$ cat src/design/assert_macros.svh
// ---------------------------------------------------------------------------
// assert_macros.svh
// Shared concurrent assertion macros for the sieve block.
// ---------------------------------------------------------------------------
`ifndef ASSERT_MACROS_SVH
`define ASSERT_MACROS_SVH

// Check on every clock edge outside reset.
`define OPS_ASSERT(lbl, prop, msg) \
	lbl: assert property (@(posedge clk) disable iff (!arst_n) prop) else $error(msg);

// Check on every clock edge, reset included.
`define OPS_ASSERT_ALWAYS(lbl, prop, msg) \
	lbl: assert property (@(posedge clk) prop) else $error(msg);

`endif

$ cat src/design/ops_pkg.sv
// ---------------------------------------------------------------------------
// ops_pkg
// Widths, types and the controller/datapath interface of the sieve block.
// ---------------------------------------------------------------------------
package ops_pkg;

	localparam int MAX_NUMBERS = 65536;
	localparam int LIMIT_W     = 17;
	localparam int QUERY_W     = 16;
	localparam int COUNT_W     = 16;

	// Only odd numbers are stored: entry k stands for 2k+1.
	localparam int DEPTH    = MAX_NUMBERS / 2;
	localparam int ADDR_W   = $clog2(DEPTH);
	localparam int IDX_W    = ADDR_W + 1;

	// Digit-by-digit square root, two bits of the radicand per step.
	localparam int SQ_STEPS = (LIMIT_W + 1) / 2;
	localparam int SQ_CNT_W = $clog2(SQ_STEPS);
	localparam int ROOT_W   = SQ_STEPS;
	localparam int F_W      = ROOT_W + 1;
	localparam int M_W      = 2 * F_W;

	typedef logic [LIMIT_W-1:0]  limit_t;
	typedef logic [QUERY_W-1:0]  query_t;
	typedef logic [COUNT_W-1:0]  count_t;
	typedef logic [ADDR_W-1:0]   addr_t;
	typedef logic [IDX_W-1:0]    idx_t;
	typedef logic [SQ_CNT_W-1:0] sq_cnt_t;
	typedef logic [ROOT_W-1:0]   root_t;
	typedef logic [F_W-1:0]      f_t;
	typedef logic [M_W-1:0]      m_t;
	typedef logic [LIMIT_W:0]    sq_res_t;

	localparam bit     CAP_ABOVE_LIMIT = MAX_NUMBERS >= (2 ** LIMIT_W);
	localparam limit_t MAX_LIMIT       = limit_t'(MAX_NUMBERS);
	localparam limit_t SQ_BIT_INIT     = limit_t'(1) << (2 * (SQ_STEPS - 1));
	localparam sq_cnt_t SQ_LAST        = sq_cnt_t'(SQ_STEPS - 1);
	localparam count_t COUNT_MAX       = '1;
	localparam f_t     F_FIRST         = f_t'(3);

	typedef struct packed {
		logic q_load;      // latch the query number
		logic q_rd_port;   // read the map at the incoming query
		logic q_rd;        // read the map at the latched query
		logic sieve_init;  // preset clear address, root unit, factor, count
		logic clr_step;    // clear one entry
		logic sq_step;     // one square-root step
		logic f_rd;        // read the entry of the current factor
		logic f_next;      // advance the factor by two
		logic m_load;      // load the first multiple (factor squared)
		logic m_step;      // mark one multiple and advance
		logic cnt_issue;   // read one entry for the prime count
	} ops_cmd_t;

	typedef struct packed {
		logic clr_last;
		logic sq_last;
		logic f_over;      // factor above the root
		logic f_skip;      // factor marked or out of range
		logic m_end;       // multiple at or above the limit
		logic cnt_more;    // more odd numbers left to count
	} ops_sts_t;

endpackage

$ cat src/design/ops_ctrl.sv
// ---------------------------------------------------------------------------
// ops_ctrl
// Sieve controller: sequences clear, root, marking, counting and lookup.
// ---------------------------------------------------------------------------
`include "assert_macros.svh"

module ops_ctrl (
	input  logic              clk,
	input  logic              arst_n,
	input  logic              start,
	input  logic              limit_we,
	input  ops_pkg::ops_sts_t sts,
	output ops_pkg::ops_cmd_t cmd,
	output logic              busy,
	output logic              done
);

	typedef enum logic [9:0] {
		ST_IDLE  = 10'b00_0000_0001,
		ST_CLEAR = 10'b00_0000_0010,
		ST_SQRT  = 10'b00_0000_0100,
		ST_FREAD = 10'b00_0000_1000,
		ST_FCHK  = 10'b00_0001_0000,
		ST_MARK  = 10'b00_0010_0000,
		ST_COUNT = 10'b00_0100_0000,
		ST_DRAIN = 10'b00_1000_0000,
		ST_LOOK  = 10'b01_0000_0000,
		ST_REPLY = 10'b10_0000_0000
	} state_t;

	state_t state_q, state_nxt;
	logic   ready_q;

	always_comb begin
		state_nxt = state_q;
		cmd       = '0;
		case (state_q)
			ST_IDLE: begin
				if (start) begin
					cmd.q_load = 1'b1;
					if (ready_q) begin
						cmd.q_rd_port = 1'b1;
						state_nxt     = ST_REPLY;
					end else begin
						cmd.sieve_init = 1'b1;
						state_nxt      = ST_CLEAR;
					end
				end
			end
			ST_CLEAR: begin
				cmd.clr_step = 1'b1;
				if (sts.clr_last) begin
					state_nxt = ST_SQRT;
				end
			end
			ST_SQRT: begin
				cmd.sq_step = 1'b1;
				if (sts.sq_last) begin
					state_nxt = ST_FREAD;
				end
			end
			ST_FREAD: begin
				if (sts.f_over) begin
					state_nxt = ST_COUNT;
				end else begin
					cmd.f_rd  = 1'b1;
					state_nxt = ST_FCHK;
				end
			end
			ST_FCHK: begin
				if (sts.f_skip) begin
					cmd.f_next = 1'b1;
					state_nxt  = ST_FREAD;
				end else begin
					cmd.m_load = 1'b1;
					state_nxt  = ST_MARK;
				end
			end
			ST_MARK: begin
				if (sts.m_end) begin
					cmd.f_next = 1'b1;
					state_nxt  = ST_FREAD;
				end else begin
					cmd.m_step = 1'b1;
				end
			end
			ST_COUNT: begin
				if (sts.cnt_more) begin
					cmd.cnt_issue = 1'b1;
				end else begin
					state_nxt = ST_DRAIN;
				end
			end
			ST_DRAIN: begin
				state_nxt = ST_LOOK;
			end
			ST_LOOK: begin
				cmd.q_rd  = 1'b1;
				state_nxt = ST_REPLY;
			end
			ST_REPLY: begin
				state_nxt = ST_IDLE;
			end
			default: begin
				state_nxt = ST_IDLE;
			end
		endcase
	end

	always_ff @(posedge clk or negedge arst_n) begin
		if (!arst_n) begin
			state_q <= ST_IDLE;
		end else begin
			state_q <= state_nxt;
		end
	end

	// Drop the map on a limit write; hold it once the count is complete.
	always_ff @(posedge clk or negedge arst_n) begin
		if (!arst_n) begin
			ready_q <= 1'b0;
		end else if (limit_we) begin
			ready_q <= 1'b0;
		end else if (state_q == ST_DRAIN) begin
			ready_q <= 1'b1;
		end
	end

	assign busy = state_q != ST_IDLE;
	assign done = state_q == ST_REPLY;

	`OPS_ASSERT(a_fast_reply, start && !busy && ready_q |=> done, "ready query did not reply")
	`OPS_ASSERT(a_reply_frees, done |=> !busy, "block stayed busy after a reply")
	`OPS_ASSERT(a_write_drops, limit_we |=> !ready_q, "limit write did not drop the sieve")
	`OPS_ASSERT_ALWAYS(a_reset_idle, !arst_n |=> !busy && !done, "busy or done after reset")

endmodule

$ cat config.mk
export PLATFORM = sky130hd
export DESIGN_NAME = ops_ctrl
export DESIGN_NICKNAME = d
export VERILOG_FILES = /design/src/design/ops_pkg.sv /design/src/design/ops_ctrl.sv
export VERILOG_INCLUDE_DIRS = /design/src /design/src/design
export SDC_FILE = /design/constraint.sdc
export NUM_CORES = 1
export LEC_CHECK = 0
export BUFFER_PORTS_ARGS = -buffer_cell sky130_fd_sc_hd__buf_2
export CAP_MARGIN = 20
export CELL_PAD_IN_SITES_DETAIL_PLACEMENT = 2
export CELL_PAD_IN_SITES_GLOBAL_PLACEMENT = 2
export CORE_ASPECT_RATIO = 0.75
export CORE_MARGIN = 3
export CORE_UTILIZATION = 26
export DETAILED_ROUTE_END_ITERATION = 12
export GPL_TIMING_DRIVEN = 0
export HOLD_SLACK_MARGIN = 0.03
export PLACE_DENSITY_LB_ADDON = 0.25
export SLEW_MARGIN = 0
export SYNTH_ARGS = -nofsm -noshare
export SYNTH_HDL_FRONTEND = slang
export SYNTH_SLANG_ARGS = --single-unit
$ cat constraint.sdc
create_clock -name clk -period 1.71 [get_ports clk]
set_input_delay 0.342 -clock clk [delete_from_list [all_inputs] [get_ports clk]]
set_output_delay 0.342 -clock clk [all_outputs]
set_load 0.01 [all_outputs]
==> results of run 1 <==
layer usage:
layer / vias to the layer above / part of all wire [%]
li1: 439 / -
met1: 523 / 43
met2: 22 / 52
met3: 7 / 4.7
met4: 0 / 1.0
met5: - / 0
sequential cells by signal, indices dropped and copies added (netlist names):
signal / flops
ready_q: 1
state_q: 10
path summary, 6_finish.rpt:
| kind | from | to | slack (ps) | cells past startpoint |
|---|---|---|---|---|
| setup / recovery | state_q[4] | cmd[9] | -550 | 5 |
| hold / removal | limit_we | ready_q | 240 | 2 |
| setup reg to reg | state_q[3] | state_q[0] | -240 | 7 |
| hold reg to reg | ready_q | state_q[1] | 600 | 1 |
| max in group asynchronous | arst_n | state_q[0] | 940 | 2 |
| min in group asynchronous | arst_n | state_q[5] | 500 | 2 |
Yosys cell counts:
library cell | number | area share [%]
or3_1 | 2 | 1.5
clkbuf_1 | 7 | 3.2
nand3_1 | 2 | 1.2
nor4b_1 | 1 | 1.1
o2111ai_1 | 2 | 2.2
nor4_1 | 3 | 2.3
nand4bb_1 | 1 | 1.4
buf_2 | 1 | 0.61
buf_4 | 1 | 0.92
a41o_1 | 1 | 1.2
or3_4 | 2 | 2.8
nand3b_1 | 2 | 1.8
nand2_1 | 5 | 2.3
o31ai_1 | 1 | 0.92
nor4_2 | 1 | 1.5
nor4_4 | 1 | 2.6
a21oi_1 | 5 | 3.1
xor2_1 | 2 | 2.2
o22ai_1 | 2 | 1.5
or3b_2 | 1 | 1.1
a31oi_1 | 1 | 0.77
or2_2 | 1 | 0.77
clkbuf_2 | 1 | 0.61
and3_1 | 3 | 2.3
o21ai_1 | 1 | 0.61
o21ai_0 | 3 | 1.8
o2111a_1 | 1 | 1.4
nand4b_1 | 1 | 1.1
or4_1 | 1 | 0.92
dfrtp_1 | 10 | 31
nor3_1 | 1 | 0.61
nand2b_1 | 5 | 3.8
dfstp_2 | 1 | 3.2
nor3b_1 | 1 | 0.92
a2111oi_0 | 1 | 1.1
or4_4 | 2 | 2.8
inv_1 | 4 | 1.8
xnor2_1 | 1 | 1.1
nor2_1 | 15 | 6.9
and4b_1 | 1 | 1.2
metrics by stage:
step	hold WS [ps]	cell area, sq um	utilization (%)	setup slack [ps]	std cells
after floorplan	46.4	838	-	-208	98
after global placement	241	993	35.4	-378	156
after detailed placement	243	993	35.4	-435	156
after CTS	232	1200	42.8	-494	171
after global routing	249	1320	47.1	-632	178
final	240	1320	47.1	-555	178
worst max-delay path, cell delays in order (launching register included):
cell and delay [ps]:
dfrtp_1 400, or4_4 620, nor2_4 200, nand3_4 130
nor2_1 150, buf_2 170
layout make-up:
type	count	area share (%)
Clock buffer	3	3.13
Tap cell	36	3.41
Timing Repair Buffer	45	25.0
Multi-Input combinational cell	73	44.2
Clock inverter	1	0.379
Sequential cell	11	21.3
Buffer	5	1.42
Inverter	4	1.14
what timing repair did:
| action | CTS | global route |
|---|---|---|
| endpoints found under the hold margin | 10 | 0 |
| hold buffers | 1 | 0 |
| setup endpoints to repair | 18 | 18 |
| setup buffers | 15 | 7 |
| pin swaps | 15 | 5 |
| resized for setup | 16 | 15 |
| gates cloned | 0 | 0 |
report_power, final:
part           switching [mW]  internal, mW  leakage (nW)
combinational           0.499         0.462         0.433
clock                   0.122         0.161        0.0255
sequential             0.0582         0.308         0.143
total                   0.679         0.931         0.601
logic make-up after synthesis:
kind of cell / Yosys count
AOI/OAI and AO/OA: 18
xor gates and xnor gates: 3
buffers and inverters: 14
DFF: 11
and+or+nand+nor: 52
==> flow_summary.yaml, run 1 <==
outcome:
  outcome: "complete, but fails checks"
  violations: "negative setup slack"
detailed_routing:
  wl_per_cell_microns: 24.2
  drcViolationCount: 0
  drt_iter0_markers: 42
  via_per_inst: 5.57
  ant_nets: 0
  drtPass1Iterations: 4
  routed_wl_mm: 4.31
  dr_total_vias: 991
clock_network:
  cts_max_level: 1
  cts_buffers: 3
  path_clk_slew_ps: 50
  cts_max_path_buffers: 2
  cts_tree: "done"
  insertion_delay_ps: 260
  cts_sinks: 11
  cts-root-buf: "clkbuf_8"
floorplanning:
  io_pins: 23
  fp.dieH_microns: 54.5
  die_w_microns: 70.6
  placementRows: 16
  dieArea_sq_um: 3850
  initial_core_util_pct: 29.1
  core_sq_um: 2800
yosys:
  synthSimpleGateAreaFrac_pct: 41.0
  synth.avg_cell_area_sq_um: 8.31
  synth_top_family_by_area: "simple AND/OR/NAND/NOR gates"
  synth-adder-area-share_pct: 0
  synth_compound_area_share_pct: 14.6
  synth_cell_type_count: 40
  synth-xor-area-share_pct: 3.23
  ys_warn_count: 0
  synth_mux_area_share_pct: 0
  ys_ff_latch: 11
  syn_inst: 98
  syn_area_sq_um: 815
  seq_area_frac_synth_pct: 33.9
  synth.net_count: 108
final_layout:
  drive_gt1_share_pct: 54.2
  final_common_cell: "buf_4"
  multi_input_area_sq_um: 583
  layout_common_cells: "buf_4 (20), buf_2 (16), nor2_1 (9), buf_6 (8), dfrtp_1 (6)"
  seq_area_sq_um: 282
  fillCellCount: 304
  antennaDiodeCount: 0
  syn_to_final_growth_pct: 62.1
  final_nets: 153
timing:
  slew_headroom_pct: 60.7
  fin_crit_sh_pct: 132
  rsz0062_at_grt: "true"
  finalHoldViolCount: 0
  tightest_slew_ps: 590
  fin_worst_skew_ps: 12.3
  finalSetupTns_ps: -6590
  fmax_mhz: 442
  finalSetupViolations: 17
  post-route-min-period_ps: 2260
  setup_ws_ps: -555
  slew_viol_final: 0
pwr:
  power_mw: 1.61
  ir_drop_uv: 558
  leakage_nw: 0.601
  power_density_nw_per_um2: 1220
worst_setup_path:
  crit_required_ps: 1370
  end_kind: "output port"
  crit_type: "flip-flop to output port"
  startpoint_type: "flip-flop"
  worstPathMaxFanout: 5
  cp.arrival_ps: 1920
grt:
  grt_start_max_net_pins: 12
  busiest_layer: "met2"
  gr-usage-all-layers_pct: 21.3
  grt-ovfl-total: 0
  gr-usage-met1_pct: 25.1
  met3_usage_pct: 5.69
  first_global_vias: 1018
  antenna_found_initial: 0
  use_met2_pct: 39.4
  grt_pass1_wl_mm: 5.82
worst_hold_path:
  hold_path.class: "input pin to flip-flop"
flow_run:
  drv_cap: 0
placed_design:
  portBuffers: 22
  finalWeightedCongestion: 0.828
  post-dp-hpwl_mm: 2.18
(Power assumes the default switching activity.)
==> run 2, diff against run 1 <==
- ABC_AREA: default -> 1
- CTS_BUF_LIST: default -> sky130_fd_sc_hd__clkbuf_4 sky130_fd_sc_hd__clkbuf_8
==> run 2 against run 1 <==
The run still ends with negative setup slack left. Clock skew fell by 6.7 ps. Routed wire length fell by 13%. Maximum frequency rose by 25%. Critical path depth is 1 higher. Die area up 0.69%. Non-clock buffer count is 3 lower. Highest routed layer unchanged.
==> flow_summary.yaml, run 2 <==
outcome:
  outcome: "complete, but fails checks"
  violations: "negative setup slack"
grt:
  first_global_vias: 1037
  grt-ovfl-total: 0
  grt_pass1_wl_mm: 5.13
  grt_start_max_net_pins: 12
  antenna_found_initial: 0
  gr-usage-all-layers_pct: 17.9
timing:
  post-route-min-period_ps: 1810
  rsz0062_at_grt: "true"
  finalHoldViolCount: 0
  slew_headroom_pct: 80.4
  fmax_mhz: 554
  finalSetupViolations: 13
  fin_crit_sh_pct: 106
  tightest_slew_ps: 291
  setup_ws_ps: -95.8
  fin_worst_skew_ps: 5.68
  slew_viol_final: 0
floorplanning:
  die_w_microns: 70.9
  initial_core_util_pct: 29.3
  core_sq_um: 2800
  fp.dieH_microns: 54.7
  io_pins: 23
  placementRows: 16
  dieArea_sq_um: 3870
yosys:
  synth_flop_cell: "dfrtp_1"
  synth_most_common_cell: "nor2_1"
  ys_ff_latch: 11
  synth_edf_count: 0
  synth.avg_cell_area_sq_um: 7.53
  seq_area_frac_synth_pct: 33.7
  synth_area_leaders: "dfrtp_1 (30%), nor2_1 (9.6%), inv_1 (8.2%)"
  syn_area_sq_um: 821
  ys_top_cells_by_count: "nor2_1 (21), inv_1 (18), nand2_1 (16)"
  synth_cell_type_count: 26
  synth_top_area_share_pct: 30.5
  async_flop_share_pct: 100
  synth.net_count: 119
  ys_warn_count: 0
  syn_inst: 109
  yosysTopAreaCell: "dfrtp_1"
detailed_routing:
  drt_iter0_markers: 20
  wl_per_cell_microns: 19.3
  routed_wl_mm: 3.76
  dr_total_vias: 941
  drtPass1Iterations: 4
  drcViolationCount: 0
  via_per_inst: 4.83
  ant_nets: 0
final_layout:
  drive_gt1_share_pct: 66.7
  antennaDiodeCount: 0
  final-instance-count-excl-fill: 195
  reg_top3: "state_q: 10 flops, ready_q: 1 flops"
  final_common_cell: "buf_4"
  top_register: "state_q"
  final_nets: 170
  syn_to_final_growth_pct: 63.7
  largest_register_ffs: 10
  layout_common_cells: "buf_4 (25), buf_2 (20), nand2_1 (13), nor2_1 (12), inv_2 (11)"
clock_network:
  cts_buffers: 3
  insertion_delay_ps: 250
  cts_max_level: 1
  cts_sinks: 11
  cts-root-buf: "clkbuf_8"
  cts_tree: "done"
  cts_max_path_buffers: 2
  path_clk_slew_ps: 60
worst_setup_path:
  cp.arrival_ps: 1460
  worstPathMaxFanout: 6
  crit_path_max_incr_delay_ps: 430
  worst_path_max_delay_cell: "dfrtp_1"
  crit_type: "flip-flop to output port"
  path_buf_inv: 1
  end_kind: "output port"
  startpoint_type: "flip-flop"
  crit_required_ps: 1370
  cp_cell_sequence: "nor2_4 -> nand2_4 -> nor2_8 -> nand2_2 -> nor2_2 -> buf_2"
  cp_top_family: "simple AND/OR/NAND/NOR gates"
pwr:
  ir_drop_uv: 514
  leakage_nw: 0.719
  power_density_nw_per_um2: 1190
  power_mw: 1.60
worst_hold_path:
  hold_path.class: "input pin to flip-flop"
placed_design:
  place_inst: 167
  portBuffers: 22
  post-dp-hpwl_mm: 2.11
  finalWeightedCongestion: 0.777
flow_run:
  drv_cap: 0
-- run 2: cell types whose count changed in the layout (fill, tap and decap cells not counted), sizes merged, moves of 4 or more --
cell / previous run / this run
inv: 4 / 22
nand2: 5 / 23
nor2: 15 / 27
nand3: 2 / 8
a21oi: 5 / 0
nand2b: 5 / 0
nor3: 1 / 5
or3: 4 / 0
-- run 2: timing repair --
item / in CTS / in global routing
gates resized for setup: 17 / 29
hold buffers: 1 / 0
hold endpoints to repair: 10 / 0
setup endpoints to repair: 12 / 16
buffers inserted: 16 / 8
pin swaps: 12 / 15
-- run 2: area by class of cell --
class,count,area (sq um)
multi-input cells,75,571
flip-flops and latches,11,280
well taps,36,45.0
clock buffers,4,48.8
fillers,316,1460
inverters,22,90.1
repair buffers,47,309
-- run 2: path summary, 6_finish.rpt --
| path | to | slack (ps) | depth (start not counted) | startpoint |
|---|---|---|---|---|
| max | cmd[2] | -100 | 6 | state_q[9] |
| min | ready_q | 240 | 2 | limit_we |
| max reg2reg | state_q[3] | -30 | 12 | state_q[9] |
| min reg2reg | state_q[1] | 560 | 1 | ready_q |
| max in group asynchronous | state_q[0] | 900 | 2 | arst_n |
| min in group asynchronous | state_q[9] | 540 | 2 | arst_n |
-- run 2: worst reg2reg max path: cells and delay by family (launching register included) --
family,cells,cell delay (ps)
buffers and inverters,4,420
AND/OR/NAND/NOR,8,830
flip-flops,1,430
-- run 2: power breakdown --
part,switching (mW),internal [mW]
Clock,0.110,0.180
Sequential,0.0412,0.305
Combinational,0.600,0.360
-- run 2: stage by stage --
step           cell area (sq um)  setup WS [ps]  hold WS [ps]  setup TNS [ps]  utilization, %
4_1_cts                     1220          -58.9           248            -271            43.6
6_report                    1340          -95.8           242            -648            47.9
3_5_place_dp                 976           9.21           231               0            34.8
2_1_floorplan                821            247          46.4               0               -
5_1_grt                     1340           -168           253           -1580            47.9
3_3_place_gp                 976           77.4           228               0            34.8
-- run 2: cells by family (layout without fill, tap and decap cells) --
family	after synthesis	in the layout	synth area share (%)
and+or+nand+nor	70	70	51.7
buffers and inverters	23	73	11.3
AOI/OAI and AO/OA	5	5	3.35
DFF	11	11	33.7
-- run 2: metal layers --
metal	track usage (%)	part of all wire, %	up-vias
li1	-	-	438
met1	21.9	44	472
met2	34.6	51	22
met3	1.83	2.9	9
met4	3.75	1.5	0
met5	0	0	-
